--- src/hw/rtl/assert_macros.svh ---
// Assertion macros used by the proposer RTL.
// Depends on nothing; included by files that carry concurrent assertions.
`ifndef ASSERT_MACROS_SVH
`define ASSERT_MACROS_SVH

// Same-cycle implication checked at every rising clock edge outside reset.
`define ASSERT_IMPLY(label, clk, rst, ante, cons, msg) \
   label: assert property (@(posedge clk) disable iff (rst) (ante) |-> (cons)) \
      else $error(msg);

// Next-cycle implication checked at every rising clock edge outside reset.
`define ASSERT_NEXT(label, clk, rst, ante, cons, msg) \
   label: assert property (@(posedge clk) disable iff (rst) (ante) |=> (cons)) \
      else $error(msg);

`endif

--- src/hw/rtl/pp_pkg.sv ---
// Types, codes and constants of the Paxos proposer.
// No dependencies; used by the response channel interface and all proposer modules.
`default_nettype none

package pp_pkg;

   localparam int MAX_PEERS  = 16;
   localparam int PEERS      = 16;
   localparam int PEER_LIMIT = (MAX_PEERS < PEERS) ? MAX_PEERS : PEERS;
   localparam int IDX_W      = 4;
   localparam int CSR_ADDR_W = 5;
   localparam int CSR_DATA_W = 32;

   localparam logic [1:0] OP_NEW    = 2'd0;
   localparam logic [1:0] OP_MSG    = 2'd1;
   localparam logic [1:0] OP_TICK   = 2'd2;
   localparam logic [1:0] OP_COMMIT = 2'd3;

   localparam logic [2:0] MT_P1_ACK  = 3'd0;
   localparam logic [2:0] MT_P1_NACK = 3'd1;
   localparam logic [2:0] MT_P2_ACK  = 3'd2;
   localparam logic [2:0] MT_P2_NACK = 3'd3;
   localparam logic [2:0] MT_COMMIT  = 3'd4;

   localparam logic [1:0] DEST_ACCEPTOR = 2'd0;
   localparam logic [1:0] DEST_SENDER   = 2'd1;
   localparam logic [1:0] DEST_STATUS   = 2'd2;

   localparam logic [1:0] OUT_P1     = 2'd0;
   localparam logic [1:0] OUT_P2     = 2'd1;
   localparam logic [1:0] OUT_COMMIT = 2'd2;
   localparam logic [1:0] OUT_NONE   = 2'd3;

   localparam logic [1:0] ST_IGNORED = 2'd0;
   localparam logic [1:0] ST_HANDLED = 2'd1;
   localparam logic [1:0] ST_SELF    = 2'd2;
   localparam logic [1:0] ST_OTHER   = 2'd3;

   localparam logic [1:0] PH_INIT = 2'd0;
   localparam logic [1:0] PH_ONE  = 2'd1;
   localparam logic [1:0] PH_TWO  = 2'd2;
   localparam logic [1:0] PH_DONE = 2'd3;

   localparam logic [2:0] REG_GROUP_ID       = 3'd0;
   localparam logic [2:0] REG_VOTING_VERSION = 3'd1;
   localparam logic [2:0] REG_ACCEPTOR_COUNT = 3'd2;
   localparam logic [2:0] REG_CONNECT_MASK   = 3'd3;
   localparam logic [2:0] REG_TIMEOUT_TICKS  = 3'd4;

   typedef struct packed {
      logic [15:0] group_id;
      logic [31:0] voting_version;
      logic [4:0]  acceptor_count;
      logic [15:0] connect_mask;
      logic [31:0] timeout_ticks;
   } cfg_type;

   typedef struct packed {
      logic        load;
      logic [15:0] mask;
   } mask_load_type;

   typedef struct packed {
      logic [1:0]  opcode;
      logic [2:0]  msg_type;
      logic [31:0] msg_version;
      logic [15:0] msg_group;
      logic [15:0] proposal_handle;
   } req_type;

   typedef struct packed {
      logic [1:0]       dest;
      logic [IDX_W-1:0] acceptor_index;
      logic [1:0]       out_type;
      logic [31:0]      out_version;
      logic [15:0]      out_proposal;
      logic [1:0]       status;
      logic             ready_to_commit;
      logic [15:0]      committing_proposal;
      logic [1:0]       phase_now;
      logic             last;
   } rsp_type;

endpackage

`default_nettype wire

--- src/hw/rtl/pp_req_if.sv ---
// Request channel of the Paxos proposer: valid/ready handshake and payload.
// Has no dependencies.
`default_nettype none

interface pp_req_if;
   logic        valid;
   logic        ready;
   logic [1:0]  opcode;
   logic [2:0]  msg_type;
   logic [31:0] msg_version;
   logic [15:0] msg_group;
   logic [15:0] proposal_handle;

   modport source (output valid, opcode, msg_type, msg_version, msg_group, proposal_handle,
                   input ready);
   modport sink (input valid, opcode, msg_type, msg_version, msg_group, proposal_handle,
                 output ready);
endinterface

`default_nettype wire

--- src/hw/rtl/pp_rsp_if.sv ---
// Response channel of the Paxos proposer: valid/ready handshake and payload.
// Depends on pp_pkg for the acceptor index width.
`default_nettype none

interface pp_rsp_if;
   logic                     valid;
   logic                     ready;
   logic [1:0]               dest;
   logic [pp_pkg::IDX_W-1:0] acceptor_index;
   logic [1:0]               out_type;
   logic [31:0]              out_version;
   logic [15:0]              out_proposal;
   logic [1:0]               status;
   logic                     ready_to_commit;
   logic [15:0]              committing_proposal;
   logic [1:0]               phase_now;
   logic                     last;

   modport source (output valid, dest, acceptor_index, out_type, out_version, out_proposal,
                   status, ready_to_commit, committing_proposal, phase_now, last,
                   input ready);
   modport sink (input valid, dest, acceptor_index, out_type, out_version, out_proposal,
                 status, ready_to_commit, committing_proposal, phase_now, last,
                 output ready);
endinterface

`default_nettype wire

--- src/hw/rtl/paxos_proposer.sv ---
// Proposer side of a three-phase Paxos round with a sequenced broadcast.
// The status response follows acceptance, a reply to the sender or a broadcast, which
// visits the sixteen acceptor slots one per cycle unless a blocked response holds it.
// A new request is taken only once the status response is issued; a blocked response stalls the sequencer.
// Synchronous active-high reset clears the round, counters, masks and configuration.
// Depends on pp_pkg, pp_req_if, pp_rsp_if, pp_csr and assert_macros.svh.
`default_nettype none
`include "assert_macros.svh"

module paxos_proposer (
   input  wire logic                          clock,
   input  wire logic                          reset,
   pp_req_if.sink                             req,
   pp_rsp_if.source                           rsp,
   input  wire logic                          csr_psel,
   input  wire logic                          csr_penable,
   input  wire logic                          csr_pwrite,
   input  wire logic [pp_pkg::CSR_ADDR_W-1:0] csr_paddr,
   input  wire logic [pp_pkg::CSR_DATA_W-1:0] csr_pwdata,
   output logic      [pp_pkg::CSR_DATA_W-1:0] csr_prdata,
   output logic                               csr_pready
);

   typedef enum logic [4:0] {
      S_IDLE   = 5'b00001,
      S_EXEC   = 5'b00010,
      S_SCAN   = 5'b00100,
      S_REPLY  = 5'b01000,
      S_STATUS = 5'b10000
   } state_type;

   pp_pkg::cfg_type       cfg;
   pp_pkg::mask_load_type mask_load;

   state_type state_ff, state_in;
   pp_pkg::req_type req_ff;
   pp_pkg::rsp_type rsp_ff, rsp_in;
   logic rsp_valid_ff, rsp_valid_in;

   logic [1:0]  phase_ff, phase_in;
   logic [7:0]  p1a_ff, p1a_in, p1n_ff, p1n_in, p2a_ff, p2a_in, p2n_ff, p2n_in;
   logic [31:0] age_ff, age_in;
   logic [15:0] live_ff, live_in, cur_ff, cur_in, com_ff, com_in;

   logic [pp_pkg::PEERS-1:0] scan_mask_ff;
   logic [pp_pkg::IDX_W-1:0] scan_idx_ff, scan_idx_in;
   logic [1:0]  btype_ff, btype_in, st_ff, st_in;
   logic [15:0] bprop_ff, bprop_in;
   logic        bcast, reply;

   logic [pp_pkg::PEERS-1:0] lim_mask;
   logic [31:0] age_inc, cmp_a, cmp_b;
   logic        a_lt, a_gt, slot_free, ready_now;
   logic [7:0]  p1a_inc, p1n_inc, p2a_inc, p2n_inc;

   logic        req_fire, rsp_last, rsp_is_status, msg_held;

   pp_csr u_csr (
      .clock     (clock),
      .reset     (reset),
      .psel      (csr_psel),
      .penable   (csr_penable),
      .pwrite    (csr_pwrite),
      .paddr     (csr_paddr),
      .pwdata    (csr_pwdata),
      .prdata    (csr_prdata),
      .pready    (csr_pready),
      .cfg       (cfg),
      .mask_load (mask_load)
   );

   function automatic logic [7:0] sat_inc(input logic [7:0] v);
      sat_inc = (v == 8'hFF) ? v : v + 8'd1;
   endfunction

   function automatic logic majority(input logic [7:0] acks, input logic [4:0] count);
      majority = ({acks, 1'b0} > {4'd0, count}) || (count == 5'd0);
   endfunction

   assign req.ready = (state_ff == S_IDLE);
   assign slot_free = !rsp_valid_ff || rsp.ready;
   assign ready_now = (phase_ff == pp_pkg::PH_TWO) && majority(p2a_ff, cfg.acceptor_count);

   always_comb begin
      for (int i = 0; i < pp_pkg::PEERS; i++) begin
         lim_mask[i] = (6'(i) < {1'b0, cfg.acceptor_count}) && (i < pp_pkg::PEER_LIMIT);
      end
   end

   // One magnitude comparator serves the version check and the timeout check.
   assign age_inc = (age_ff == 32'hFFFF_FFFF) ? age_ff : age_ff + 32'd1;
   assign cmp_a   = (req_ff.opcode == pp_pkg::OP_TICK) ? age_inc : cfg.voting_version;
   assign cmp_b   = (req_ff.opcode == pp_pkg::OP_TICK) ? cfg.timeout_ticks : req_ff.msg_version;
   assign a_lt    = cmp_a < cmp_b;
   assign a_gt    = cmp_a > cmp_b;

   assign p1a_inc = sat_inc(p1a_ff);
   assign p1n_inc = sat_inc(p1n_ff);
   assign p2a_inc = sat_inc(p2a_ff);
   assign p2n_inc = sat_inc(p2n_ff);

   always_comb begin
      phase_in = phase_ff;
      p1a_in   = p1a_ff;
      p1n_in   = p1n_ff;
      p2a_in   = p2a_ff;
      p2n_in   = p2n_ff;
      age_in   = age_ff;
      live_in  = live_ff;
      cur_in   = cur_ff;
      com_in   = com_ff;
      bcast    = 1'b0;
      reply    = 1'b0;
      btype_in = pp_pkg::OUT_P1;
      bprop_in = cur_ff;
      st_in    = pp_pkg::ST_IGNORED;
      unique case (req_ff.opcode)
         pp_pkg::OP_NEW: begin
            cur_in   = req_ff.proposal_handle;
            p1a_in   = '0;
            p1n_in   = '0;
            p2a_in   = '0;
            p2n_in   = '0;
            bcast    = 1'b1;
            bprop_in = req_ff.proposal_handle;
            age_in   = '0;
            if (cfg.acceptor_count != 5'd0) begin
               phase_in = pp_pkg::PH_ONE;
               st_in    = pp_pkg::ST_HANDLED;
            end else begin
               phase_in = pp_pkg::PH_TWO;
               st_in    = pp_pkg::ST_SELF;
            end
         end
         pp_pkg::OP_MSG: begin
            if (req_ff.msg_group != cfg.group_id) begin
               st_in = pp_pkg::ST_IGNORED;
            end else if (a_lt) begin
               st_in = pp_pkg::ST_HANDLED;
            end else if (a_gt) begin
               reply = 1'b1;
               st_in = pp_pkg::ST_HANDLED;
            end else begin
               case (req_ff.msg_type) inside
                  pp_pkg::MT_P1_ACK, pp_pkg::MT_P1_NACK: begin
                     st_in = pp_pkg::ST_HANDLED;
                     reply = (phase_ff == pp_pkg::PH_DONE);
                     if (phase_ff == pp_pkg::PH_ONE) begin
                        if (req_ff.msg_type == pp_pkg::MT_P1_ACK) begin
                           p1a_in = p1a_inc;
                        end else begin
                           p1n_in = p1n_inc;
                        end
                        if (majority(p1a_in, cfg.acceptor_count)) begin
                           bcast    = 1'b1;
                           btype_in = pp_pkg::OUT_P2;
                           phase_in = pp_pkg::PH_TWO;
                           p2a_in   = '0;
                           p2n_in   = '0;
                           age_in   = '0;
                        end
                     end
                  end
                  pp_pkg::MT_P2_ACK, pp_pkg::MT_P2_NACK: begin
                     st_in = pp_pkg::ST_HANDLED;
                     reply = (phase_ff == pp_pkg::PH_DONE);
                     if (phase_ff == pp_pkg::PH_TWO) begin
                        if (req_ff.msg_type == pp_pkg::MT_P2_ACK) begin
                           p2a_in = p2a_inc;
                        end else begin
                           p2n_in = p2n_inc;
                        end
                        if (majority(p2a_in, cfg.acceptor_count)) begin
                           st_in = pp_pkg::ST_SELF;
                        end
                     end
                  end
                  pp_pkg::MT_COMMIT: begin
                     st_in = pp_pkg::ST_HANDLED;
                     if (phase_ff != pp_pkg::PH_DONE) begin
                        live_in  = '0;
                        phase_in = pp_pkg::PH_DONE;
                        age_in   = '0;
                        com_in   = req_ff.proposal_handle;
                        st_in    = pp_pkg::ST_OTHER;
                     end
                  end
                  default: st_in = pp_pkg::ST_IGNORED;
               endcase
            end
         end
         pp_pkg::OP_TICK: begin
            age_in = age_inc;
            if (a_gt && (phase_ff == pp_pkg::PH_ONE || phase_ff == pp_pkg::PH_TWO)) begin
               p1a_in   = '0;
               p1n_in   = '0;
               p2a_in   = '0;
               p2n_in   = '0;
               phase_in = pp_pkg::PH_INIT;
               age_in   = '0;
               st_in    = pp_pkg::ST_HANDLED;
            end
         end
         pp_pkg::OP_COMMIT: begin
            if (ready_now) begin
               cur_in   = '0;
               bcast    = 1'b1;
               btype_in = pp_pkg::OUT_COMMIT;
               bprop_in = cur_ff;
               live_in  = '0;
               phase_in = pp_pkg::PH_DONE;
               age_in   = '0;
               com_in   = cur_ff;
               st_in    = pp_pkg::ST_HANDLED;
            end
         end
         default: st_in = pp_pkg::ST_IGNORED;
      endcase
   end

   always_comb begin
      state_in     = state_ff;
      scan_idx_in  = scan_idx_ff;
      rsp_in       = rsp_ff;
      rsp_valid_in = rsp_valid_ff && !rsp.ready;
      unique case (state_ff)
         S_IDLE: begin
            if (req.valid) begin
               state_in = S_EXEC;
            end
         end
         S_EXEC: begin
            scan_idx_in = '0;
            if (reply) begin
               state_in = S_REPLY;
            end else if (bcast) begin
               state_in = S_SCAN;
            end else begin
               state_in = S_STATUS;
            end
         end
         S_SCAN: begin
            if (!scan_mask_ff[scan_idx_ff] || slot_free) begin
               scan_idx_in = scan_idx_ff + pp_pkg::IDX_W'(1);
               if (scan_idx_ff == pp_pkg::IDX_W'(pp_pkg::PEERS - 1)) begin
                  state_in = S_STATUS;
               end
               if (scan_mask_ff[scan_idx_ff]) begin
                  rsp_valid_in = 1'b1;
                  rsp_in = '0;
                  rsp_in.dest           = pp_pkg::DEST_ACCEPTOR;
                  rsp_in.acceptor_index = scan_idx_ff;
                  rsp_in.out_type       = btype_ff;
                  rsp_in.out_version    = cfg.voting_version;
                  rsp_in.out_proposal   = bprop_ff;
               end
            end
         end
         S_REPLY: begin
            if (slot_free) begin
               state_in     = S_STATUS;
               rsp_valid_in = 1'b1;
               rsp_in = '0;
               rsp_in.dest         = pp_pkg::DEST_SENDER;
               rsp_in.out_type     = pp_pkg::OUT_COMMIT;
               rsp_in.out_version  = req_ff.msg_version;
               rsp_in.out_proposal = com_ff;
            end
         end
         S_STATUS: begin
            if (slot_free) begin
               state_in     = S_IDLE;
               rsp_valid_in = 1'b1;
               rsp_in = '0;
               rsp_in.dest            = pp_pkg::DEST_STATUS;
               rsp_in.out_type        = pp_pkg::OUT_NONE;
               rsp_in.status          = st_ff;
               rsp_in.ready_to_commit = ready_now;
               rsp_in.committing_proposal = ready_now ? cur_ff :
                  ((phase_ff == pp_pkg::PH_DONE) ? com_ff : 16'd0);
               rsp_in.phase_now       = phase_ff;
               rsp_in.last            = 1'b1;
            end
         end
         default: state_in = S_IDLE;
      endcase
   end

   always_ff @(posedge clock) begin
      if (reset) begin
         state_ff     <= S_IDLE;
         rsp_valid_ff <= 1'b0;
         phase_ff     <= pp_pkg::PH_INIT;
         p1a_ff       <= '0;
         p1n_ff       <= '0;
         p2a_ff       <= '0;
         p2n_ff       <= '0;
         age_ff       <= '0;
         live_ff      <= '0;
         cur_ff       <= '0;
         com_ff       <= '0;
      end else begin
         state_ff     <= state_in;
         rsp_valid_ff <= rsp_valid_in;
         if (state_ff == S_EXEC) begin
            phase_ff <= phase_in;
            p1a_ff   <= p1a_in;
            p1n_ff   <= p1n_in;
            p2a_ff   <= p2a_in;
            p2n_ff   <= p2n_in;
            age_ff   <= age_in;
            live_ff  <= live_in;
            cur_ff   <= cur_in;
            com_ff   <= com_in;
         end else if (mask_load.load) begin
            live_ff <= mask_load.mask;
         end
      end
   end

   always_ff @(posedge clock) begin
      rsp_ff      <= rsp_in;
      scan_idx_ff <= scan_idx_in;
      if (req.valid && req.ready) begin
         req_ff.opcode          <= req.opcode;
         req_ff.msg_type        <= req.msg_type;
         req_ff.msg_version     <= req.msg_version;
         req_ff.msg_group       <= req.msg_group;
         req_ff.proposal_handle <= req.proposal_handle;
      end
      if (state_ff == S_EXEC) begin
         scan_mask_ff <= live_ff & lim_mask;
         btype_ff     <= btype_in;
         bprop_ff     <= bprop_in;
         st_ff        <= st_in;
      end
   end

   assign rsp.valid               = rsp_valid_ff;
   assign rsp.dest                = rsp_ff.dest;
   assign rsp.acceptor_index      = rsp_ff.acceptor_index;
   assign rsp.out_type            = rsp_ff.out_type;
   assign rsp.out_version         = rsp_ff.out_version;
   assign rsp.out_proposal        = rsp_ff.out_proposal;
   assign rsp.status              = rsp_ff.status;
   assign rsp.ready_to_commit     = rsp_ff.ready_to_commit;
   assign rsp.committing_proposal = rsp_ff.committing_proposal;
   assign rsp.phase_now           = rsp_ff.phase_now;
   assign rsp.last                = rsp_ff.last;

   assign req_fire      = req.valid && req.ready;
   assign rsp_last      = rsp_valid_ff && rsp_ff.last;
   assign rsp_is_status = (rsp_ff.dest == pp_pkg::DEST_STATUS) &&
                          (rsp_ff.out_type == pp_pkg::OUT_NONE);
   assign msg_held      = rsp_valid_ff && !rsp_ff.last;

   `ASSERT_NEXT(a_busy_after_accept, clock, reset, req_fire, !req.ready, "ready after a request")
   `ASSERT_IMPLY(a_last_is_status, clock, reset, rsp_last, rsp_is_status, "bad final item")
   `ASSERT_IMPLY(a_idle_only_status_pending, clock, reset, req.ready, !msg_held, "stray message")

endmodule

`default_nettype wire

--- src/hw/rtl/pp_csr.sv ---
// APB-style configuration registers of the Paxos proposer.
// Depends on pp_pkg for the register indexes and the configuration struct.
`default_nettype none

module pp_csr (
   input  wire logic                          clock,
   input  wire logic                          reset,
   input  wire logic                          psel,
   input  wire logic                          penable,
   input  wire logic                          pwrite,
   input  wire logic [pp_pkg::CSR_ADDR_W-1:0] paddr,
   input  wire logic [pp_pkg::CSR_DATA_W-1:0] pwdata,
   output logic      [pp_pkg::CSR_DATA_W-1:0] prdata,
   output logic                               pready,
   output pp_pkg::cfg_type                    cfg,
   output pp_pkg::mask_load_type              mask_load
);

   pp_pkg::cfg_type cfg_ff;
   pp_pkg::cfg_type cfg_in;
   logic            wr_en;
   logic [2:0]      index;

   assign pready = 1'b1;
   assign wr_en  = psel && penable && pwrite;
   assign index  = paddr[4:2];

   always_comb begin
      cfg_in = cfg_ff;
      if (wr_en) begin
         unique case (index)
            pp_pkg::REG_GROUP_ID:       cfg_in.group_id       = pwdata[15:0];
            pp_pkg::REG_VOTING_VERSION: cfg_in.voting_version = pwdata[31:0];
            pp_pkg::REG_ACCEPTOR_COUNT: cfg_in.acceptor_count = pwdata[4:0];
            pp_pkg::REG_CONNECT_MASK:   cfg_in.connect_mask   = pwdata[15:0];
            pp_pkg::REG_TIMEOUT_TICKS:  cfg_in.timeout_ticks  = pwdata[31:0];
            default:                    cfg_in                = cfg_ff;
         endcase
      end
   end

   always_ff @(posedge clock) begin
      if (reset) begin
         cfg_ff <= '0;
      end else begin
         cfg_ff <= cfg_in;
      end
   end

   always_comb begin
      unique case (index)
         pp_pkg::REG_GROUP_ID:       prdata = {16'd0, cfg_ff.group_id};
         pp_pkg::REG_VOTING_VERSION: prdata = cfg_ff.voting_version;
         pp_pkg::REG_ACCEPTOR_COUNT: prdata = {27'd0, cfg_ff.acceptor_count};
         pp_pkg::REG_CONNECT_MASK:   prdata = {16'd0, cfg_ff.connect_mask};
         pp_pkg::REG_TIMEOUT_TICKS:  prdata = cfg_ff.timeout_ticks;
         default:                    prdata = '0;
      endcase
   end

   assign cfg            = cfg_ff;
   assign mask_load.load = wr_en && (index == pp_pkg::REG_CONNECT_MASK);
   assign mask_load.mask = pwdata[15:0];

endmodule

`default_nettype wire

--- src/flat_wrapper.sv ---
// flat-port wrapper written by rule: the top's interface ports become plain ports
module paxos_proposer_flat 
  (clock, reset, csr_psel, csr_penable, csr_pwrite, csr_paddr, csr_pwdata, csr_prdata, csr_pready, req_valid, req_opcode, req_msg_type, req_msg_version, req_msg_group, req_proposal_handle, req_ready, rsp_valid, rsp_dest, rsp_acceptor_index, rsp_out_type, rsp_out_version, rsp_out_proposal, rsp_status, rsp_ready_to_commit, rsp_committing_proposal, rsp_phase_now, rsp_last, rsp_ready);
  pp_req_if req_i ();
  pp_rsp_if rsp_i ();
  input  wire logic clock;
  input  wire logic reset;
  input  wire logic csr_psel;
  input  wire logic csr_penable;
  input  wire logic csr_pwrite;
  input  wire logic [pp_pkg::CSR_ADDR_W-1:0] csr_paddr;
  input  wire logic [pp_pkg::CSR_DATA_W-1:0] csr_pwdata;
  output logic      [pp_pkg::CSR_DATA_W-1:0] csr_prdata;
  output logic csr_pready;
  input wire logic [$bits(req_i.valid)-1:0] req_valid;
  input wire logic [$bits(req_i.opcode)-1:0] req_opcode;
  input wire logic [$bits(req_i.msg_type)-1:0] req_msg_type;
  input wire logic [$bits(req_i.msg_version)-1:0] req_msg_version;
  input wire logic [$bits(req_i.msg_group)-1:0] req_msg_group;
  input wire logic [$bits(req_i.proposal_handle)-1:0] req_proposal_handle;
  output wire logic [$bits(req_i.ready)-1:0] req_ready;
  output wire logic [$bits(rsp_i.valid)-1:0] rsp_valid;
  output wire logic [$bits(rsp_i.dest)-1:0] rsp_dest;
  output wire logic [$bits(rsp_i.acceptor_index)-1:0] rsp_acceptor_index;
  output wire logic [$bits(rsp_i.out_type)-1:0] rsp_out_type;
  output wire logic [$bits(rsp_i.out_version)-1:0] rsp_out_version;
  output wire logic [$bits(rsp_i.out_proposal)-1:0] rsp_out_proposal;
  output wire logic [$bits(rsp_i.status)-1:0] rsp_status;
  output wire logic [$bits(rsp_i.ready_to_commit)-1:0] rsp_ready_to_commit;
  output wire logic [$bits(rsp_i.committing_proposal)-1:0] rsp_committing_proposal;
  output wire logic [$bits(rsp_i.phase_now)-1:0] rsp_phase_now;
  output wire logic [$bits(rsp_i.last)-1:0] rsp_last;
  input wire logic [$bits(rsp_i.ready)-1:0] rsp_ready;
  assign req_i.valid = req_valid;
  assign req_i.opcode = req_opcode;
  assign req_i.msg_type = req_msg_type;
  assign req_i.msg_version = req_msg_version;
  assign req_i.msg_group = req_msg_group;
  assign req_i.proposal_handle = req_proposal_handle;
  assign req_ready = req_i.ready;
  assign rsp_valid = rsp_i.valid;
  assign rsp_dest = rsp_i.dest;
  assign rsp_acceptor_index = rsp_i.acceptor_index;
  assign rsp_out_type = rsp_i.out_type;
  assign rsp_out_version = rsp_i.out_version;
  assign rsp_out_proposal = rsp_i.out_proposal;
  assign rsp_status = rsp_i.status;
  assign rsp_ready_to_commit = rsp_i.ready_to_commit;
  assign rsp_committing_proposal = rsp_i.committing_proposal;
  assign rsp_phase_now = rsp_i.phase_now;
  assign rsp_last = rsp_i.last;
  assign rsp_i.ready = rsp_ready;
  paxos_proposer u_core (.clock(clock), .reset(reset), .req(req_i), .rsp(rsp_i), .csr_psel(csr_psel), .csr_penable(csr_penable), .csr_pwrite(csr_pwrite), .csr_paddr(csr_paddr), .csr_pwdata(csr_pwdata), .csr_prdata(csr_prdata), .csr_pready(csr_pready));
endmodule
--- config.mk ---
export PLATFORM = sky130hd
export DESIGN_NAME = paxos_proposer_flat
export DESIGN_NICKNAME = d
export VERILOG_FILES = /design/src/hw/rtl/pp_pkg.sv /design/src/hw/rtl/pp_req_if.sv /design/src/hw/rtl/pp_rsp_if.sv /design/src/hw/rtl/paxos_proposer.sv /design/src/hw/rtl/pp_csr.sv /design/src/flat_wrapper.sv
export VERILOG_INCLUDE_DIRS = /design/src /design/src/hw/rtl
export SDC_FILE = /design/constraint.sdc
export NUM_CORES = 1
export LEC_CHECK = 0
export BUFFER_PORTS_ARGS = -buffer_cell sky130_fd_sc_hd__buf_2
export CORE_MARGIN = 5
export CORE_UTILIZATION = 53
export CTS_CLUSTER_DIAMETER = 40
export DETAILED_ROUTE_END_ITERATION = 8
export PLACE_DENSITY = 0.76
export RECOVER_POWER = 100
export SYNTH_ARGS = -nofsm -noshare
export SYNTH_HDL_FRONTEND = slang
export SYNTH_HIERARCHICAL = 1
export SYNTH_SLANG_ARGS = --single-unit
--- constraint.sdc ---
create_clock -name clock -period 4.7 [get_ports clock]
set_input_delay 0.94 -clock clock [delete_from_list [all_inputs] [get_ports clock]]
set_output_delay 0.94 -clock clock [all_outputs]
set_load 0.01 [all_outputs]
* Word level (Yosys, flattened, before mapping)
Cells that the tools add are included.
** Operators by class
- Add/subtract/negate cells :: 4
- $lt $le $gt $ge :: 22
- Eq/ne operators :: 58
- Muxes and demuxes :: 141
- Bitwise gates (word level) :: 1
- Reductions and logical operators :: 45
** Operators by type and width (count)
- 32-bit two-way mux :: 14
- 16-bit two-way mux :: 21
- 78-bit two-way mux :: 4
- 8-bit two-way mux :: 31
- 78-bit one-hot mux with 3 select lines :: 1
- 32-bit one-hot mux with 5 select lines :: 1
- 32-bit one-hot mux with 4 select lines :: 1
- 16-bit one-hot mux with 2 select lines :: 3
- 2-bit two-way mux :: 27
- 8-bit one-hot mux with 3 select lines :: 2
- 4-bit by 5-bit < comparator with 1-bit output (first input constant) :: 8
- 10-bit AND reduction :: 4
- 5-bit two-way mux :: 7
- 32-bit by 1-bit adder with 32-bit output (second input constant) :: 1
- 32-bit equality test (second input constant) :: 1
- 32-bit > comparator :: 1
- 32-bit < comparator :: 1
- 9-bit by 5-bit > comparator with 1-bit output :: 3
- 5-bit one-hot mux with 5 select lines :: 1
- 3-bit != test (second input constant) :: 7
- 3-bit by 5-bit < comparator with 1-bit output (first input constant) :: 4
- 1-bit two-way mux :: 20
- 2-bit by 1-bit != test with 1-bit output (second input constant) :: 10
- 8-bit by 1-bit adder with 8-bit output (second input constant) :: 2
- 43 further kinds :: 96
** Word-level totals
- Flip-flop bits (word level) :: 392
- Input bits :: 113
- Output and inout bits :: 113

* Logic depth before layout (Yosys ltp)
Gate-level depths: netlist of run 1.
- Depth in word-level cells :: 21
- Mapped depth :: 21
- Gate-level depth less buffers :: 17

* By module
The synthesis of run 1 kept the hierarchy.
** By module, submodules not included
- paxos_proposer :: instances 1, cells each 1310, area an instance 14510.2 um2, seq. area each 7667.4 um2
- pp_csr :: instances 1, cells each 508, area an instance 5013.6 um2, seq. area each 2021.9 um2

* Least setup slack after synthesis of run 1
No wires, ideal clock.
- Kind :: register to register
- Start point :: reg u_core/scan_idx_ff[0] (netlist bit)
- End point :: reg u_core.rsp_ff, in the netlist u_core/rsp.acceptor_index[0], enable pin
- Library setup time :: 0.513 ns
- Data arrival time :: 4.539 ns
- Data required time :: 4.187 ns
- Setup slack :: -0.352 ns
- Stages on the path, launching flop included :: 6
- Period minus slack after synthesis :: 5.052 ns
- Path through :: edfxtp_1 -> clkbuf_1 -> mux4_2 -> mux4_2 -> a211oi_1 -> nor2_1
** Between the ends
- Word-level cells in the longest chain between the ends :: 6
- Elaborated cells between the ends (all ways) :: 7
- Those cells by class :: 2 x eq/ne; 2 x mux; 3 x reduce/logical
** RTL lines
- start: declaration :: RTL line paxos_proposer.sv:46 : logic [pp_pkg::IDX_W-1:0] scan_idx_ff, scan_idx_in;
- start signal: assignment :: RTL line paxos_proposer.sv:323 : scan_idx_ff <= scan_idx_in;
- 1-bit binary-select mux with 4-bit select (*) :: RTL line paxos_proposer.sv:243, paxos_proposer.sv:248
- 1-bit two-way mux (implied by the code) (*) :: RTL line paxos_proposer.sv:243, paxos_proposer.sv:248
- 1-bit zero test :: RTL line paxos_proposer.sv:243 : if (!scan_mask_ff[scan_idx_ff] || slot_free) begin
- 1-bit logical OR :: RTL line paxos_proposer.sv:243
- 2-bit by 1-bit != test with 1-bit output (no source line)
- 5-bit AND reduction (no source line) (*)
- end signal: assignment :: RTL line paxos_proposer.sv:322 : rsp_ff <= rsp_in;
- end: declaration :: RTL line paxos_proposer.sv:37 : pp_pkg::rsp_type rsp_ff, rsp_in;
Mark *: on every way between the ends. The rest lies on a longest branch, timed or not. The select of a mux whose other input is x is not followed.
A chain may end at the register's enable or synchronous reset.

* Worst setup path in the final report of run 1
- Start point :: reg u_core.age_ff[2]
- End point :: reg u_core.p2a_ff[3]
** Between the ends
- Word-level cells in the longest chain between the ends :: 7
- Elaborated cells between the ends (all ways) :: 11
- Those cells by class :: 1 x add/sub; 2 x order compare; 4 x eq/ne; 2 x mux; 2 x reduce/logical
** RTL lines
- start: declaration :: RTL line paxos_proposer.sv:42 : logic [31:0] age_ff, age_in;
- start signal: assignment :: RTL line paxos_proposer.sv:311 : age_ff <= age_in;
- 32-bit by 1-bit adder with 32-bit output / 32-bit equality test (equally long branches) :: RTL line paxos_proposer.sv:91 : assign age_inc = (age_ff == 32'hFFFF_FFFF) ? age_ff : age_ff + 32'd1;
- 32-bit two-way mux (*) :: RTL line paxos_proposer.sv:91
- 32-bit two-way mux (*) :: RTL line paxos_proposer.sv:92 : assign cmp_a = (req_ff.opcode == pp_pkg::OP_TICK) ? age_inc : cfg.voting_version;
- 32-bit > comparator :: RTL line paxos_proposer.sv:95 : assign a_gt = cmp_a > cmp_b;
- 1-bit logical AND :: RTL line paxos_proposer.sv:194 : if (a_gt && (phase_ff == pp_pkg::PH_ONE || phase_ff == pp_pkg::PH_TWO)) begin
- 2-bit != test (no source line)
- 10-bit AND reduction (no source line) (*)
- end signal: assignment :: RTL line paxos_proposer.sv:309 : p2a_ff <= p2a_in;
- end: declaration :: RTL line paxos_proposer.sv:41 : logic [7:0] p1a_ff, p1a_in, p1n_ff, p1n_in, p2a_ff, p2a_in, p2n_ff, p2n_in;
Mark *: on every way between the ends. The rest lies on a longest branch, timed or not.

==> metrics.md, run 1 <==
| Metric | Value |
|---|---|
| Final setup skew | `around 22 ps` |
| Min Tclk post-route | `around 4600 ps` |
| Placed instance area | `around 21000 µm²` |
| Number of diodes | `0` |
| Max Buffers Root-to-Sink | `3` |
| Synthesis Warnings | `6` |
| I/O Buffers | `between 200 and 250` |
| Post-synth EDFFs | `between 150 and 200` |
| Post-synthesis compound-gate area fraction | `0.137` |
| Initial Utilization | `0.535` |
| Dpl hpwl | `around 36000 µm` |
| Largest family of logic cells by synthesized area | `simple AND/OR/NAND/NOR gates` |
| Distinct cells, synth | `79` |
| Sequential area share after synthesis | `0.496` |
| Latest clock arrival within the worst-skew pair | `between 500 and 600 ps` |
| Syn Area/Cell | `about 11 µm²` |
| Leakage power | `8.98 nW` |
| # rows | `70` |
| Rel. slew slack | `-0.836` |
| XOR/XNOR share of the synthesized area | `0.0251` |
| First-pass GRT wire length | `83000 µm` |
| Worst path arrival time | `about 5000 ps` |
| Critical path capture point type | `flip-flop` |
| Vias/cell | `between 5 and 6` |
| Top-area cell type share of the netlist area | `0.286` |
| Final setup violation count | `0` |
| Largest net degree at the start of global routing | `approximately 170` |
| Largest cells by area after synthesis | `edfxtp_1 29%, dfxtp_1 21%, mux2i_1 9.3%` |
| Seq cells post-synth | `between 300 and 400` |
| Yosys top cell by area | `edfxtp_1` |
| Layout cell share with drive strength beyond 1 | `0.173` |
| Commonest cells post-synth | `205 x dfxtp_1, 186 x edfxtp_1, 181 x mux2i_1` |
| FFs w/ async S/R, synth | `0` |
| Req. time, crit path | `5170 ps` |
| Synth Area in Simple Gates | `0.160` |
| Worst-path clk slew | `approximately 50 ps` |
| Violated checks | `capacitance limit, slew limit` |
| Vias in the first global route | `roughly 15000` |
| Largest vdd supply drop | `292 µV` |
| Pwr Total | `9.87 mW` |
| Routed length per instance | `between 20 and 25 µm` |
| TritonCTS clock tree | `built` |
| Highest Clock Rate | `220 MHz` |
| Starting DRT DRC Count | `roughly 1500` |
| Status | `complete, but fails checks` |
| P per Cell Area | `between 400 and 500 nW/µm²` |
| Post-synthesis mux area share | `0.108` |
| Cts hold-fix bufs | `0` |
| Full die area | `~40000 µm²` |
| Final Hold Vio Count | `0` |
| CTS Root Cell | `clkbuf_16` |
| Crit Path Class | `reg -> reg` |
| Initial antenna violation count | `0` |
| Crit start category | `flip-flop` |
| Predominant post-synthesis flop cell | `dfxtp_1` |
| Post-route ant nets | `0` |
| Pre-antenna DRT Iters | `6` |
| I/O pins | `~230` |
| Fill count | `between 2000 and 3000` |
| Hold WC Path Type | `reg -> reg` |
| Fin area | `about 23000 µm²` |
| Nets | `between 2000 and 2500` |
| Post-Synth Adder-Cell Area | `0.0327` |
| Core ar. | `approximately 37000 µm²` |
| Die height | `around 200 µm` |
| Synth-to-Final Area Change | `19.9%` |
| Max-cap violations | `7` |
| Die W | `202 µm` |
| GP Congestion | `around 0.9` |
| H-tree level count | `2` |
| Tightest Pin Transition | `approximately 2700 ps` |
| # clock sinks | `approximately 390` |
| Total track usage | `0.250` |
| Residual DRC count | `0` |
| Fin crit share | `0.969` |
| Max FO, Critical Path | `6` |
| Cts bufs inserted | `57` |
| Post-synthesis cell area | `19500 µm²` |
| Final WL | `53700 µm` |
| Slew Viols, Final | `245` |
| Gr ovfl total | `0` |
| Cells after Synth | `1818` |
| Via count | `15400` |
| Most frequent cell after synthesis | `dfxtp_1` |
| Net Count, Synth | `1982` |
[per-layer routing]
metal	vias up	GRT usage	routed length, µm
met3	97	0.0403	3510
met5	-	0	0
li1	7202	-	-
met2	639	0.419	25500
met4	0	0.0806	1460
met1	7472	0.333	23200
[logic make-up after synthesis]
group	Yosys count
adder cells (fa/ha/maj)	51
buffers and inverters	165
other	1
AND/OR/NAND/NOR	576
AO/OA/AOI/OAI	375
multiplexers	203
XOR/XNOR	56
flip-flops	391
[stage by stage]
step	util	setup TNS, ps	hold slack [ps]	std cells	setup WS [ps]
2_1_floorplan	-	0	440	1818	216
5_1_grt	0.641	-337	474	2582	-46.7
3_3_place_gp	0.584	-527	454	2459	-35.9
6_report	0.641	0	477	2582	145
3_5_place_dp	0.584	-4340	463	2459	-172
4_1_cts	0.640	0	478	2567	9.43
[worst paths after layout]
kind / start / endpoint / slack, ps / depth (start not counted)
worst max-delay path: u_core/age_ff[2] / u_core/p2a_ff[3] / 140 / 20
worst min register to register: u_core/age_ff[8] / u_core/age_ff[8] / 480 / 1
worst max register to register: u_core/age_ff[2] / u_core/p2a_ff[3] / 140 / 20
worst min-delay path: u_core/age_ff[8] / u_core/age_ff[8] / 480 / 1
[where the power goes]
part,internal [mW],total [mW],leakage (nW),switching (mW)
logic,0.477,1.35,4.63,0.871
registers,3.92,4.08,3.37,0.159
clock network,2.83,4.44,0.973,1.61
[sequential cells by signal, indices dropped and copies added, names as in the netlist, 8 cells and up]
signal                          cells
u_core/u_csr/cfg                  101
u_core/req_ff                      69
u_core/age_ff                      32
u_core/rsp.out_version             32
u_core/bprop_ff                    16
u_core/com_ff                      16
u_core/cur_ff                      16
u_core/live_ff                     16
u_core/rsp.committing_proposal     16
u_core/rsp.out_proposal            16
u_core/scan_mask_ff                16
u_core/p1a_ff                       8
u_core/p2a_ff                       8
[cells in the final DEF, fill, tap and decap left out, types with 80 or more instances in the layout]
cell / instances
nand2_1: 116
dfxtp_1: 201
edfxtp_1: 186
mux2i_1: 181
clkbuf_1: 127
buf_2: 108
a22o_1: 80
nand2b_1: 140
nor2_1: 99
o21ai_0: 80
buf_4: 81
[repair_timing]
item,in CTS,in global routing
pin swaps,2,16
resized for setup,4,20
cloned,0,1
setup buffers,0,14
setup endpoints to repair,41,81
[critical path, stage by stage, from the launching register on]
cell	delay [ps]
dfxtp_1	350
nand3_1	170
nor3_4	270
nand4_1	320
buf_6	240
and3_1	220
and3_4	210
xnor2_1	170
o21ai_0	120
ha_1	360
nand4_1	110
buf_4	150
nor4_4	60
buf_4	140
a21o_1	150
a31o_2	220
o211a_1	170
a2111o_1	450
buf_4	180
buf_4	150
a31o_2	240
[area by class of cell]
type                    instances  area, µm²  share of cell area
well taps                     468        586              0.0250
clock inverters                39        460              0.0197
inverters                      29        109             0.00465
flip-flops and latches        391       9690               0.414
multi-input cells            1262       9160               0.391
clock buffers                  69       1560              0.0668
repair buffers                324       1840              0.0784
Power figures use the tool's default switching activity.
==> run 2: changes to the inputs <==
--- a/config.mk
+++ b/config.mk
@@ -6,6 +6,7 @@
 export SDC_FILE = /design/constraint.sdc
 export NUM_CORES = 1
 export LEC_CHECK = 0
+export ABC_AREA = 1
 export BUFFER_PORTS_ARGS = -buffer_cell sky130_fd_sc_hd__buf_2
 export CORE_MARGIN = 5
 export CORE_UTILIZATION = 53
@@ -15,5 +16,4 @@
 export RECOVER_POWER = 100
 export SYNTH_ARGS = -nofsm -noshare
 export SYNTH_HDL_FRONTEND = slang
-export SYNTH_HIERARCHICAL = 1
 export SYNTH_SLANG_ARGS = --single-unit
==> run 2 against run 1 <==
  * The run still ends with capacitance limit, slew limit left
  * Non-clock buffer count decreased by 58
  * Sequential cell count unchanged
  * Maximum frequency increased by 2.9%
  * Combinational power decreased by 6%
  * Final area decreased by 3.6%
  * Critical path depth increased by 7
  * Wire length increased by 3.7%
  * Synthesized area decreased by 2.4%
  * Worst setup slack improved by 130 ps
  * Synthesized cell count increased by 28%
  * Cell count increased by 19%
  * Largest cell class unchanged
==> metrics.md, run 2 <==
| Metric | Value |
|---|---|
| # clock sinks | `~390` |
| Cts bufs inserted | `58` |
| Post-place setup slack | `~300 ps` |
| Rel. slew slack | `-0.494` |
| Highest Clock Rate | `226 MHz` |
| Synth-to-Final Area Change | `18.4%` |
| I/O Buffers | `between 200 and 250` |
| Residual DRC count | `0` |
| RSZ-0062 raised after global routing | `no` |
| Yosys top cell by area | `edfxtp_1` |
| Net Count, Synth | `approximately 2500` |
| Latest clock arrival within the worst-skew pair | `just over 600 ps` |
| Gr ovfl total | `0` |
| Sw power | `2.73 mW` |
| Tightest Pin Transition | `about 2200 ps` |
| Max FO, Critical Path | `17` |
| Final WL | `about 56000 µm` |
| FF+latch area | `around 9700 µm²` |
| Nets | `around 2700` |
| Post-synth EDFFs | `186` |
| Sequential area share after synthesis | `0.509` |
| First-pass GRT wire length | `87600 µm` |
| Largest net degree at the start of global routing | `78` |
| GP Congestion | `a little under 1` |
| Vias/cell | `roughly 5.6` |
| Max-cap violations | `6` |
| Max Buffers Root-to-Sink | `3` |
| Initial Utilization | `0.536` |
| I/O pins | `226` |
| Worst path arrival time | `roughly 5000 ps` |
| Commonest cells post-synth | `406 x nand2_1, 340 x nor2_1, 282 x o21ai_0` |
| Utilization after layout | `0.634` |
| Max reg flops | `slightly above 100` |
| Seq cells post-synth | `391` |
| Sequential share of power | `0.413` |
| TritonCTS clock tree | `built` |
| Vias in the first global route | `between 15000 and 20000` |
| Post-route ant nets | `0` |
| H-tree level count | `2` |
| Predominant post-synthesis flop cell | `dfxtp_1` |
| Distinct cells, synth | `between 50 and 60` |
| Synthesis Warnings | `0` |
| Hold WC Path Type | `reg -> reg` |
| Int Power | `between 6 and 7 mW` |
| Routed length per instance | `~18 µm` |
| Final setup skew | `between 20 and 30 ps` |
| Placed instance area | `around 21000 µm²` |
| Fin crit share | `0.942` |
| Largest vdd supply drop | `between 400 and 500 µV` |
| Fill count | `about 3100` |
| Die height | `~200 µm` |
| Slew Viols, Final | `just under 300` |
| Setup WS post-layout | `273 ps` |
| Cts hold-fix bufs | `0` |
| Min Tclk post-route | `4430 ps` |
| Leakage power | `8.67 nW` |
| FFs w/ async S/R, synth | `0` |
| Starting DRT DRC Count | `around 1500` |
| # rows | `69` |
| Most frequent cell after synthesis | `nand2_1` |
| Cells after Synth | `about 2300` |
| Crit start category | `flip-flop` |
| Core ar. | `roughly 36000 µm²` |
| Syn Area/Cell | `8.18 µm²` |
| Post-synthesis cell area | `between 15000 and 20000 µm²` |
| Area of the multi-input gates | `between 7000 and 8000 µm²` |
| Die W | `200 µm` |
| Req. time, crit path | `5240 ps` |
| Total Neg Setup Slack | `0 ps` |
| CTS Root Cell | `clkbuf_16` |
| Switching Fraction | `0.282` |
| Commonest cells after routing, fill and taps aside | `406 x nand2_1, 340 x nor2_1, 282 x o21ai_0` |
| Status | `complete, but fails checks` |
| Critical path capture point type | `flip-flop` |
| Violated checks | `capacitance limit, slew limit` |
| Most common cell after layout, fill and taps aside | `nand2_1` |
| Layout cell share with drive strength beyond 1 | `0.115` |
| Initial antenna violation count | `0` |
| Full die area | `about 40000 µm²` |
| Top-area cell type share of the netlist area | `0.293` |
| Final setup violation count | `0` |
| Pre-antenna DRT Iters | `6` |
| Total track usage | `0.276` |
| Worst-path clk slew | `about 60 ps` |
| Final Hold Vio Count | `0` |
| Power share of the clock group | `0.456` |
| Fin area | `approximately 23000 µm²` |
| Largest cells by area after synthesis | `edfxtp_1 29%, dfxtp_1 22%, nand2_1 8.0%` |
| P per Cell Area | `approximately 430 nW/µm²` |
| Comb pwr share | `0.131` |
| Crit Path Class | `reg -> reg` |
| Via count | `17200` |
| Dpl hpwl | `between 30000 and 40000 µm` |
run 2: changes by cell type in the layout (fill, tap and decap cells not counted), sizes merged, moves of 140 or more:
cell	previous run	this run
nand2	117	424
nor2	102	348
inv	36	266
o21ai	81	284
mux2i	181	1
nand2b	140	0
run 2: path summary, 6_finish.rpt:
kind / from / end / slack (ps) / depth (start not counted)
setup / recovery: u_core.age_ff[1] / u_core.com_ff[10] / 270 / 27
setup reg to reg: u_core.age_ff[1] / u_core.com_ff[10] / 270 / 27
hold / removal: u_core.live_ff[12] / u_core.live_ff[12] / 480 / 2
hold reg to reg: u_core.live_ff[12] / u_core.live_ff[12] / 480 / 2
run 2: worst max-delay path, cell delays in order (launching register included):
cell and delay [ps]:
dfxtp_1 410, ha_1 220, nand2_1 80, nor2_1 250, nand4_1 180, nor2_1 240, nand3_1 220, nand2_1 130
xor2_1 290, nand2_1 100, o21ai_0 90, ha_1 250, nand2_1 80, inv_1 50, nand2_1 60, nand2_1 80
nand2_1 80, a21oi_1 90, nor2_1 290, nand2_2 140, nand3_1 120, inv_1 50, nor2_1 170, nand2_1 150
buf_12 180, inv_4 170, nor2_1 60, nor2_1 110
run 2: cells by family after synthesis:
logic type / Yosys count / synth area share
XOR/XNOR: 49 / 0.0225
adder cells (fa/ha/maj): 51 / 0.0335
AO/OA/AOI/OAI: 543 / 0.157
other: 1 / 0.000197
multiplexers: 1 / 0.000525
AND/OR/NAND/NOR: 930 / 0.202
flip-flops: 391 / 0.509
buffers and inverters: 364 / 0.0751
run 2: area by class of cell:
| type | instances | share of cell area |
|---|---|---|
| well taps | 461 | 0.0256 |
| clock buffers | 71 | 0.0697 |
| flip-flops and latches | 391 | 0.430 |
| clock inverters | 39 | 0.0200 |
| diodes | 1 | 0.000111 |
| inverters | 257 | 0.0429 |
| multi-input cells | 1575 | 0.353 |
| repair buffers | 266 | 0.0591 |
run 2: layer usage:
layer  vias up  global-route usage  part of all wire
li1       8276                   -                 -
met1      8031               0.379              0.42
met2       803               0.439              0.45
met3       112              0.0543             0.094
met4         0              0.0994             0.031
met5         -                   0                 0
run 2: stage by stage:
stage / power (mW) / instances / hold slack (ps)
after global placement: 5.28 / 2950 / 462
after CTS: 9.78 / 3060 / 467
final: 9.70 / 3061 / 477
after floorplan: 4.86 / 2330 / 444
after detailed placement: 5.34 / 2950 / 467
after global routing: 10.1 / 3060 / 479
run 2: timing repair:
item / CTS / global route
setup buffers: 0 / 0
hold endpoints to repair: 0 / 0
resized for setup: 0 / 5
setup endpoints to repair: 0 / 82
run 2: power by group through the flow:
stage	Clock [mW]	Combinational, mW	Sequential (mW)
detailed placement	0	1.28	4.06
global route	4.64	1.42	4.03
floorplan	0	0.791	4.06
global placement	0	1.23	4.05
finish	4.42	1.27	4.01
CTS	4.49	1.29	3.99
